--- config.mk ---
export PLATFORM = sky130hd
export DESIGN_NAME = keyed_stock_check_and_decrement
export DESIGN_NICKNAME = d
export VERILOG_FILES = /design/src/rtl/kscd_pkg.sv /design/src/rtl/kscd_ram.sv /design/src/rtl/kscd_front.sv /design/src/rtl/kscd_back.sv /design/src/rtl/keyed_stock_check_and_decrement.sv
export SDC_FILE = /design/constraint.sdc
export NUM_CORES = 2
export LEC_CHECK = 0
export ABC_AREA = 1
export BUFFER_PORTS_ARGS = -buffer_cell sky130_fd_sc_hd__buf_2
export CORE_ASPECT_RATIO = 0.8
export CORE_MARGIN = 5
export CORE_UTILIZATION = 52
export DETAILED_ROUTE_END_ITERATION = 8
export PLACE_DENSITY = 0.67
export SYNTH_ARGS = -nofsm -noshare
export SYNTH_HDL_FRONTEND = slang
export SYNTH_HIERARCHICAL = 1
export SYNTH_SLANG_ARGS = --single-unit
--- constraint.sdc ---
create_clock -name clock -period 9.5 [get_ports clock]
set_input_delay 0.95 -clock clock [delete_from_list [all_inputs] [get_ports clock]]
set_output_delay 0.95 -clock clock [all_outputs]
set_load 0.02 [all_outputs]
--- src/rtl/kscd_pkg.sv ---
package kscd_pkg;

   // table geometry
   localparam int DEPTH   = 64;
   localparam int IDX_W   = $clog2(DEPTH);
   localparam int CNT_W   = $clog2(DEPTH + 1);
   localparam int KEY_W   = 16;
   localparam int QTY_W   = 16;
   localparam int ENTRY_W = KEY_W + QTY_W;

   // command queue between front and back
   localparam int QUEUE_DEPTH = 2;
   localparam int QPTR_W      = $clog2(QUEUE_DEPTH);
   localparam int QCNT_W      = $clog2(QUEUE_DEPTH + 1);

   // function selector codes
   localparam logic [1:0] FUNC_LOAD    = 2'd0;
   localparam logic [1:0] FUNC_REQUEST = 2'd1;
   localparam logic [1:0] FUNC_READ    = 2'd2;

   // status codes
   localparam logic [1:0] ST_OK    = 2'd0;
   localparam logic [1:0] ST_SHORT = 2'd1;
   localparam logic [1:0] ST_FULL  = 2'd2;
   localparam logic [1:0] ST_RANGE = 2'd3;

   typedef enum logic [1:0] {
      OP_LOAD,
      OP_REQUEST,
      OP_READ,
      OP_BAD
   } op_type;

   typedef struct packed {
      logic [1:0]       func;
      logic [KEY_W-1:0] item_key;
      logic [QTY_W-1:0] amount;
   } req_type;

   typedef struct packed {
      logic [1:0]       status;
      logic [KEY_W-1:0] key_out;
      logic [QTY_W-1:0] qty_out;
   } rsp_type;

   // classified command held in the queue
   typedef struct packed {
      op_type           op;
      logic [KEY_W-1:0] item_key;
      logic [QTY_W-1:0] amount;
   } cmd_type;

   // back-end status seen by the top level
   typedef struct packed {
      logic             idle;
      logic [CNT_W-1:0] count;
   } back_stat_type;

endpackage

--- src/rtl/kscd_ram.sv ---
module kscd_ram #(
   parameter int WIDTH = 32,
   parameter int DEPTH = 64
) (
   input  logic                     clock,
   input  logic                     wr_en,
   input  logic [$clog2(DEPTH)-1:0] wr_addr,
   input  logic [WIDTH-1:0]         wr_data,
   input  logic [$clog2(DEPTH)-1:0] rd_addr,
   output logic [WIDTH-1:0]         rd_data
);

   logic [WIDTH-1:0] mem_ff [DEPTH];
   logic [WIDTH-1:0] rd_data_ff;

   // one write port, one registered read port
   always_ff @(posedge clock) begin
      if (wr_en) begin
         mem_ff[wr_addr] <= wr_data;
      end
      rd_data_ff <= mem_ff[rd_addr];
   end

   assign rd_data = rd_data_ff;

endmodule

--- src/rtl/kscd_front.sv ---
module kscd_front (
   input  logic              clock,
   input  logic              reset,
   input  logic              req_push,
   output logic              req_full,
   input  kscd_pkg::req_type req_data,
   output logic              cmd_valid,
   output kscd_pkg::cmd_type cmd_data,
   input  logic              cmd_pop
);
   import kscd_pkg::*;

   cmd_type           slot_ff [QUEUE_DEPTH];
   logic [QPTR_W-1:0] wr_ptr_ff, wr_ptr_in;
   logic [QPTR_W-1:0] rd_ptr_ff, rd_ptr_in;
   logic [QCNT_W-1:0] fill_ff, fill_in;
   cmd_type           cmd_in;
   logic              push_ok;
   logic              pop_ok;

   // classify the incoming word
   always_comb begin
      cmd_in.item_key = req_data.item_key;
      cmd_in.amount   = req_data.amount;
      case (req_data.func)
         FUNC_LOAD:    cmd_in.op = OP_LOAD;
         FUNC_REQUEST: cmd_in.op = OP_REQUEST;
         FUNC_READ:    cmd_in.op = OP_READ;
         default:      cmd_in.op = OP_BAD;
      endcase
   end

   assign req_full  = (fill_ff == QCNT_W'(QUEUE_DEPTH));
   assign cmd_valid = (fill_ff != '0);
   assign cmd_data  = slot_ff[rd_ptr_ff];
   assign push_ok   = req_push && !req_full;
   assign pop_ok    = cmd_pop && cmd_valid;

   // queue pointers and fill level
   always_comb begin
      wr_ptr_in = wr_ptr_ff;
      rd_ptr_in = rd_ptr_ff;
      if (push_ok) begin
         wr_ptr_in = (wr_ptr_ff == QPTR_W'(QUEUE_DEPTH - 1)) ? '0 : wr_ptr_ff + 1'b1;
      end
      if (pop_ok) begin
         rd_ptr_in = (rd_ptr_ff == QPTR_W'(QUEUE_DEPTH - 1)) ? '0 : rd_ptr_ff + 1'b1;
      end
      fill_in = fill_ff + QCNT_W'(push_ok) - QCNT_W'(pop_ok);
   end

   always_ff @(posedge clock) begin
      if (reset) begin
         wr_ptr_ff <= '0;
         rd_ptr_ff <= '0;
         fill_ff   <= '0;
      end else begin
         wr_ptr_ff <= wr_ptr_in;
         rd_ptr_ff <= rd_ptr_in;
         fill_ff   <= fill_in;
      end
   end

   // queue storage
   always_ff @(posedge clock) begin
      if (push_ok) begin
         slot_ff[wr_ptr_ff] <= cmd_in;
      end
   end

endmodule

--- src/rtl/kscd_back.sv ---
module kscd_back (
   input  logic                    clock,
   input  logic                    reset,
   input  logic                    cmd_valid,
   input  kscd_pkg::cmd_type       cmd_data,
   output logic                    cmd_pop,
   output logic                    rsp_empty,
   input  logic                    rsp_pop,
   output kscd_pkg::rsp_type       rsp_data,
   output kscd_pkg::back_stat_type stat
);
   import kscd_pkg::*;

   typedef enum logic [3:0] {
      S_IDLE = 4'b0001,
      S_SCAN = 4'b0010,
      S_READ = 4'b0100,
      S_EMIT = 4'b1000
   } back_state_type;

   back_state_type   state_ff, state_in;
   cmd_type          cmd_ff, cmd_in;
   logic [CNT_W-1:0] count_ff, count_in;
   logic [CNT_W-1:0] idx_ff, idx_in;
   logic [IDX_W-1:0] chk_idx_ff, chk_idx_in;
   logic             hit_ff, hit_in;
   rsp_type          res_ff, res_in;
   rsp_type          out_ff, out_in;
   logic             out_vld_ff, out_vld_in;

   logic               ram_we;
   logic [IDX_W-1:0]   ram_waddr;
   logic [ENTRY_W-1:0] ram_wdata;
   logic [IDX_W-1:0]   ram_raddr;
   logic [ENTRY_W-1:0] ram_rdata;
   logic               cur_hit;

   kscd_ram #(
      .WIDTH (ENTRY_W),
      .DEPTH (DEPTH)
   ) u_table (
      .clock   (clock),
      .wr_en   (ram_we),
      .wr_addr (ram_waddr),
      .wr_data (ram_wdata),
      .rd_addr (ram_raddr),
      .rd_data (ram_rdata)
   );

   // entry under check matches and holds enough stock
   assign cur_hit = (ram_rdata[ENTRY_W-1:QTY_W] == cmd_ff.item_key) &&
                    (ram_rdata[QTY_W-1:0] >= cmd_ff.amount);

   // sequencer
   always_comb begin
      state_in   = state_ff;
      cmd_in     = cmd_ff;
      count_in   = count_ff;
      idx_in     = idx_ff;
      chk_idx_in = chk_idx_ff;
      hit_in     = hit_ff;
      res_in     = res_ff;
      out_in     = out_ff;
      out_vld_in = out_vld_ff && !rsp_pop;
      cmd_pop    = 1'b0;
      ram_we     = 1'b0;
      ram_waddr  = chk_idx_ff;
      ram_wdata  = {cmd_ff.item_key, ram_rdata[QTY_W-1:0] - cmd_ff.amount};
      ram_raddr  = idx_ff[IDX_W-1:0];
      case (state_ff)
         S_IDLE: begin
            if (cmd_valid) begin
               cmd_pop  = 1'b1;
               cmd_in   = cmd_data;
               res_in   = '{status: ST_RANGE, key_out: '0, qty_out: '0};
               state_in = S_EMIT;
               case (cmd_data.op)
                  OP_LOAD: begin
                     if (count_ff < CNT_W'(DEPTH)) begin
                        ram_we        = 1'b1;
                        ram_waddr     = count_ff[IDX_W-1:0];
                        ram_wdata     = {cmd_data.item_key, cmd_data.amount};
                        count_in      = count_ff + 1'b1;
                        res_in.status = ST_OK;
                     end else begin
                        res_in.status = ST_FULL;
                     end
                  end
                  OP_REQUEST: begin
                     if (count_ff == '0) begin
                        res_in.status = ST_SHORT;
                     end else begin
                        ram_raddr  = '0;
                        idx_in     = CNT_W'(1);
                        chk_idx_in = '0;
                        hit_in     = 1'b0;
                        state_in   = S_SCAN;
                     end
                  end
                  OP_READ: begin
                     if (cmd_data.item_key < KEY_W'(count_ff)) begin
                        ram_raddr = cmd_data.item_key[IDX_W-1:0];
                        state_in  = S_READ;
                     end
                  end
                  default: ;
               endcase
            end
         end
         // one entry checked per cycle, next read issued alongside
         S_SCAN: begin
            ram_we = cur_hit;
            hit_in = hit_ff || cur_hit;
            if (idx_ff < count_ff) begin
               ram_raddr  = idx_ff[IDX_W-1:0];
               chk_idx_in = idx_ff[IDX_W-1:0];
               idx_in     = idx_ff + 1'b1;
            end else begin
               res_in.status = (hit_ff || cur_hit) ? ST_OK : ST_SHORT;
               state_in      = S_EMIT;
            end
         end
         S_READ: begin
            res_in   = '{status: ST_OK,
                         key_out: ram_rdata[ENTRY_W-1:QTY_W],
                         qty_out: ram_rdata[QTY_W-1:0]};
            state_in = S_EMIT;
         end
         S_EMIT: begin
            if (!out_vld_ff || rsp_pop) begin
               out_in     = res_ff;
               out_vld_in = 1'b1;
               state_in   = S_IDLE;
            end
         end
         default: state_in = S_IDLE;
      endcase
   end

   always_ff @(posedge clock) begin
      if (reset) begin
         state_ff   <= S_IDLE;
         count_ff   <= '0;
         out_vld_ff <= 1'b0;
      end else begin
         state_ff   <= state_in;
         count_ff   <= count_in;
         out_vld_ff <= out_vld_in;
      end
   end

   // payload, no reset
   always_ff @(posedge clock) begin
      cmd_ff     <= cmd_in;
      idx_ff     <= idx_in;
      chk_idx_ff <= chk_idx_in;
      hit_ff     <= hit_in;
      res_ff     <= res_in;
      out_ff     <= out_in;
   end

   assign rsp_empty  = !out_vld_ff;
   assign rsp_data   = out_ff;
   assign stat.idle  = (state_ff == S_IDLE);
   assign stat.count = count_ff;

endmodule

--- src/rtl/keyed_stock_check_and_decrement.sv ---
// Keyed stock table: up to DEPTH (key, quantity) entries in a single-port-write RAM.
// Request channel (req_push / req_full / req_data) is a queue write side; a word
// is taken at a clock edge with req_push high and req_full low. func selects load
// (append entry), stock request (decrement every matching entry with enough stock)
// or read (entry by index). Every word gives exactly one response word.
// Response channel (rsp_empty / rsp_pop / rsp_data) is a queue read side; the
// oldest response is shown while rsp_empty is low and leaves on rsp_pop.
// The engine takes a new command only after its last response has moved into the
// response register, so one command is in work at a time; a request walks the
// table one entry per cycle through the RAM read port, writing back the reduced
// quantity on the write port the cycle after the read.
// A two-word command queue sits between the decode front and the table engine.
// Reset empties the queue and the response register and zeroes the entry count;
// the table RAM is not cleared, as only entries below the count are ever read.
// When the receiver stalls the response register holds, the engine waits with
// its finished response, and the command queue fills until req_full rises.
module keyed_stock_check_and_decrement (
   input  logic              clock,
   input  logic              reset,
   input  logic              req_push,
   output logic              req_full,
   input  kscd_pkg::req_type req_data,
   output logic              rsp_empty,
   input  logic              rsp_pop,
   output kscd_pkg::rsp_type rsp_data
);
   import kscd_pkg::*;

   logic          cmd_valid;
   cmd_type       cmd_data;
   logic          cmd_pop;
   back_stat_type back_stat;

   kscd_front u_front (
      .clock     (clock),
      .reset     (reset),
      .req_push  (req_push),
      .req_full  (req_full),
      .req_data  (req_data),
      .cmd_valid (cmd_valid),
      .cmd_data  (cmd_data),
      .cmd_pop   (cmd_pop)
   );

   kscd_back u_back (
      .clock     (clock),
      .reset     (reset),
      .cmd_valid (cmd_valid),
      .cmd_data  (cmd_data),
      .cmd_pop   (cmd_pop),
      .rsp_empty (rsp_empty),
      .rsp_pop   (rsp_pop),
      .rsp_data  (rsp_data),
      .stat      (back_stat)
   );

   // no response survives reset
   a_reset_empty: assert property (@(posedge clock) reset |=> rsp_empty)
      else $error("response pending after reset");

   // engine only takes a command when one is queued
   a_pop_valid: assert property (@(posedge clock) disable iff (reset)
      cmd_pop |-> cmd_valid)
      else $error("engine popped an empty command queue");

   // engine only takes a command while idle
   a_pop_idle: assert property (@(posedge clock) disable iff (reset)
      cmd_pop |-> back_stat.idle)
      else $error("engine popped a command while busy");

   // entry count never passes the table depth
   a_count_range: assert property (@(posedge clock) disable iff (reset)
      back_stat.count <= CNT_W'(DEPTH))
      else $error("entry count beyond table depth");

   // entry count only ever steps up by one
   a_count_step: assert property (@(posedge clock) disable iff (reset)
      !$past(reset) && (back_stat.count != $past(back_stat.count)) |->
         (back_stat.count == $past(back_stat.count) + 1'b1))
      else $error("entry count changed by other than one");

endmodule
==> impl_results.md <==
* Status: completed
* Final HPWL DP at 132000 µm
* Non-filler cells, final at 10195
* Avg WL per Cell at 25.4 µm
* Hold Fails Final Rpt at 0
* Overflow left after global routing at 0
* GPL Wtd Cong at 0.862
* Fin Setup TNS at 0 ns
* Pleak at 36.2 nW
* WS Path Type: flop to flop
* Synth top area cells: edfxtp_1, nand3_1, nand2_1
* Inserted Clock Buffers at 205
* 1st-iter DRT viols at 8879
* RR Endpoint: u_back/u_table/mem_ff[4][9]
* Worst EP required at 10.03 ns
* Synth Cell Area at 92400 µm²
* Vias post-DR at 60879
* Warnings, synthesis at 6
* Fin crit period at 6.14 ns
* Die height at 387 µm
* Final net count at 7714
* Worst Setup End Kind: flop
* Syn Inst Count at 7678
* Max-cap violations at 0
* Buffers on Ports at 73
* DRT Pass-1 Iters at 7
* Vias per cell at 5.97
* RR Startpoint: u_front/fill_ff[1]
* Final Cycle Share at 0.646
* Worst Hold End: u_front/slot_ff[1][21]
* Worst min path class: input port to flop
* Slew Viols, Final at 0
* Top FF cell, synth: edfxtp_1
* I/O Pins at 74
* Power Dens Cells at 298 nW/µm²
* HP Start: req_data[21]
* R2r setup slk at 3.36 ns
* CP max-delay cell: nor2_4
* Slew @ Worst Pin at 1.19 ns
* Clock slew at reported path FFs at 0.06 ns
* Setup Skew at 0.0347 ns
* DRC Markers at 0
* Layout cells sized above 1 at 0.0861
* Top cell type's share of synthesized area at 0.725
* Total Routing Usage GR at 0.274
* CP dominant cell by count: inv_1
* Cts-stage hold buffer count at 0
* Total die area at 186000 µm²
* Final setup violating endpoints at 0
* Max FO, Critical Path at 38
* Initial antenna violation count at 11
* Largest net degree at the start of global routing at 258
* Final instance area at 102000 µm²
* Area grow syn2layout at 10.2%
* Max Clk Rate at 163 MHz
* RSZ-0062 raised after global routing: no
* FP Rows at 138
* H-Tree Depth at 4
* Core ar. at 177000 µm²
* Sequential fraction of the synthesis area at 0.735
* Worst hold path depth at 1
* Number of enable flip-flop cells after synthesis at 2230
* Startpoint types: flop
* Max VDD drop at 0.333 mV
* Clk Latency, worst-skew pair at 0.85 ns
* Count leader, synth: nand2_1
* Fillers at 14129
* Die Wd at 481 µm
* CTS root buf: clkbuf_16
* Top post-synthesis cells by count: nand2_1, edfxtp_1, nand3_1
* Reg2Reg Depth at 11
* WHS at 0.305 ns
* Ys async rst share at 0
* Routed wire length at 259000 µm
* Yosys top cell by area: edfxtp_1
* Placed insts at 9811
* Rel. slew slack at 0.208
* Crit-path cells: inv_1, nand2_1, inv_1, nor2_8, nand3_2, a21oi_1, inv_1, inv_1, nand4_1, nor2_4, buf_4
* Final Power at 0.0304 W
* First-pass GRT wire length at 379000 µm
* CTS tree: done
* Synth cell types at 45
* Clock Path Buffers at 3
* Starting Density at 0.523
* Syn nets at 7754
* Synth Area per Inst at 12.0 µm²
* Worst EP arrival at 6.67 ns
* Post-CTS sizing at 0
* Routed Antenna Nets at 0
* Vias in the first global route at 57206
* Max stage delay on crit path at 1.06 ns
* #FFs+latches synth at 2279
* Num Clock Sinks at 2279
* Postcts setup bufs at 0
* Placed Area at 95300 µm²
## cells in the final DEF (no fill, tap or decap), types with 5 or more instances in the layout
| master | synthesis | layout |
|---|---|---|
| nor4_2 | 0 | 8 |
| nor2_4 | 1 | 58 |
| inv_6 | 0 | 6 |
| nand2_4 | 0 | 5 |
| nand4_1 | 20 | 20 |
| xnor2_1 | 8 | 8 |
| clkinv_1 | 1 | 42 |
| inv_1 | 170 | 143 |
| clkinvlp_4 | 0 | 9 |
| inv_2 | 6 | 30 |
| or2_0 | 5 | 5 |
| a21oi_1 | 43 | 41 |
| mux2_4 | 30 | 30 |
| clkbuf_1 | 82 | 51 |
| ha_1 | 37 | 37 |
| nor2_1 | 146 | 89 |
| nor3_1 | 11 | 11 |
| o21ai_1 | 10 | 11 |
| bufinv_16 | 0 | 15 |
| nand3_2 | 5 | 5 |
| dfxtp_1 | 49 | 48 |
| clkbuf_8 | 0 | 7 |
| buf_12 | 3 | 16 |
| clkbuf_16 | 0 | 214 |
| edfxtp_1 | 2230 | 2230 |
| o21ai_0 | 30 | 27 |
| nand2_1 | 2425 | 2415 |
| nand2_2 | 2 | 7 |
| nand3_1 | 1946 | 1946 |
| buf_4 | 45 | 130 |
| buf_2 | 289 | 73 |
| clkinv_2 | 0 | 38 |
## routing by layer
| metal | track usage | share of wire |
|---|---|---|
| met1 | 0.409 | 0.40 |
| met4 | 0.0819 | 0.030 |
| met2 | 0.395 | 0.43 |
| met5 | 0 | 0.000096 |
| met3 | 0.0742 | 0.14 |
## registers in the layout, indices dropped and copies added (netlist names), 2 cells and up, named ones only
signal                  count
u_back/idx_ff               7
u_back/u_table/rd_data     32
u_front/fill_ff             2
u_back/rsp_data            34
u_back/cmd_ff              32
u_front/slot_ff            68
u_back/count_ff             7
u_back/u_table/mem_ff    2048
u_back/state_ff             4
u_back/res_ff              34
u_back/chk_idx_ff           6
## worst max-delay path by stage
| stage | slack [ns] | from | endpoint |
|---|---|---|---|
| finish | 3.36 | u_front/fill_ff[1] | u_back/u_table/mem_ff[4][9] |
| floorplan | 3.49 | flop | u_back/u_table/mem_ff[48][0] |
| global route | 3.20 | flop | u_back/u_table/rd_data[4] |
| global placement | 3.58 | u_front/fill_ff[1] | u_back/u_table/mem_ff[4][10] |
| detailed placement | 3.48 | u_front/fill_ff[1] | u_back/u_table/mem_ff[4][10] |
| CTS | 3.50 | u_front/fill_ff[1] | u_back/u_table/mem_ff[4][9] |
## report_power, final
part	total, W	leakage [nW]	switching (W)	internal [W]
clock network	0.00819	3.21	0.00362	0.00457
logic	0.00828	12.5	0.00680	0.00149
registers	0.0139	20.5	0.000147	0.0137
## worst max-delay path: cells and delay by family, from the launching register on
kind            cells  cell delay [ns]
flops               1             0.36
compound gates      1             0.63
buf+inv             5             1.23
simple gates        5             3.55
## layout make-up
cell class	instances	area (µm²)	share of cell area
Tap cell	2380	2980	0.0292
Timing Repair Buffer	219	1660	0.0163
Sequential cell	2279	67900	0.667
Antenna cell	2	5.00	0.0000491
Clock buffer	272	5640	0.0554
Inverter	178	704	0.00692
Multi-Input combinational cell	4755	22000	0.216
Clock inverter	110	931	0.00914
## stage by stage
step / setup WS [ns] / utilization
global placement: 3.58 / 0.539
global route: 3.20 / 0.576
finish: 3.36 / 0.576
detailed placement: 3.48 / 0.539
CTS: 3.50 / 0.576
floorplan: 3.49 / -
## cells by family after synthesis
family                     share of synthesized area
buffers and inverters                         0.0331
and+or+nand+nor                                0.215
AOI/OAI and AO/OA                            0.00473
DFF                                            0.735
xor gates and xnor gates                    0.000853
adders and majority gates                    0.00523
muxes                                        0.00558
Note: power is estimated with default switching activity, not from simulation.
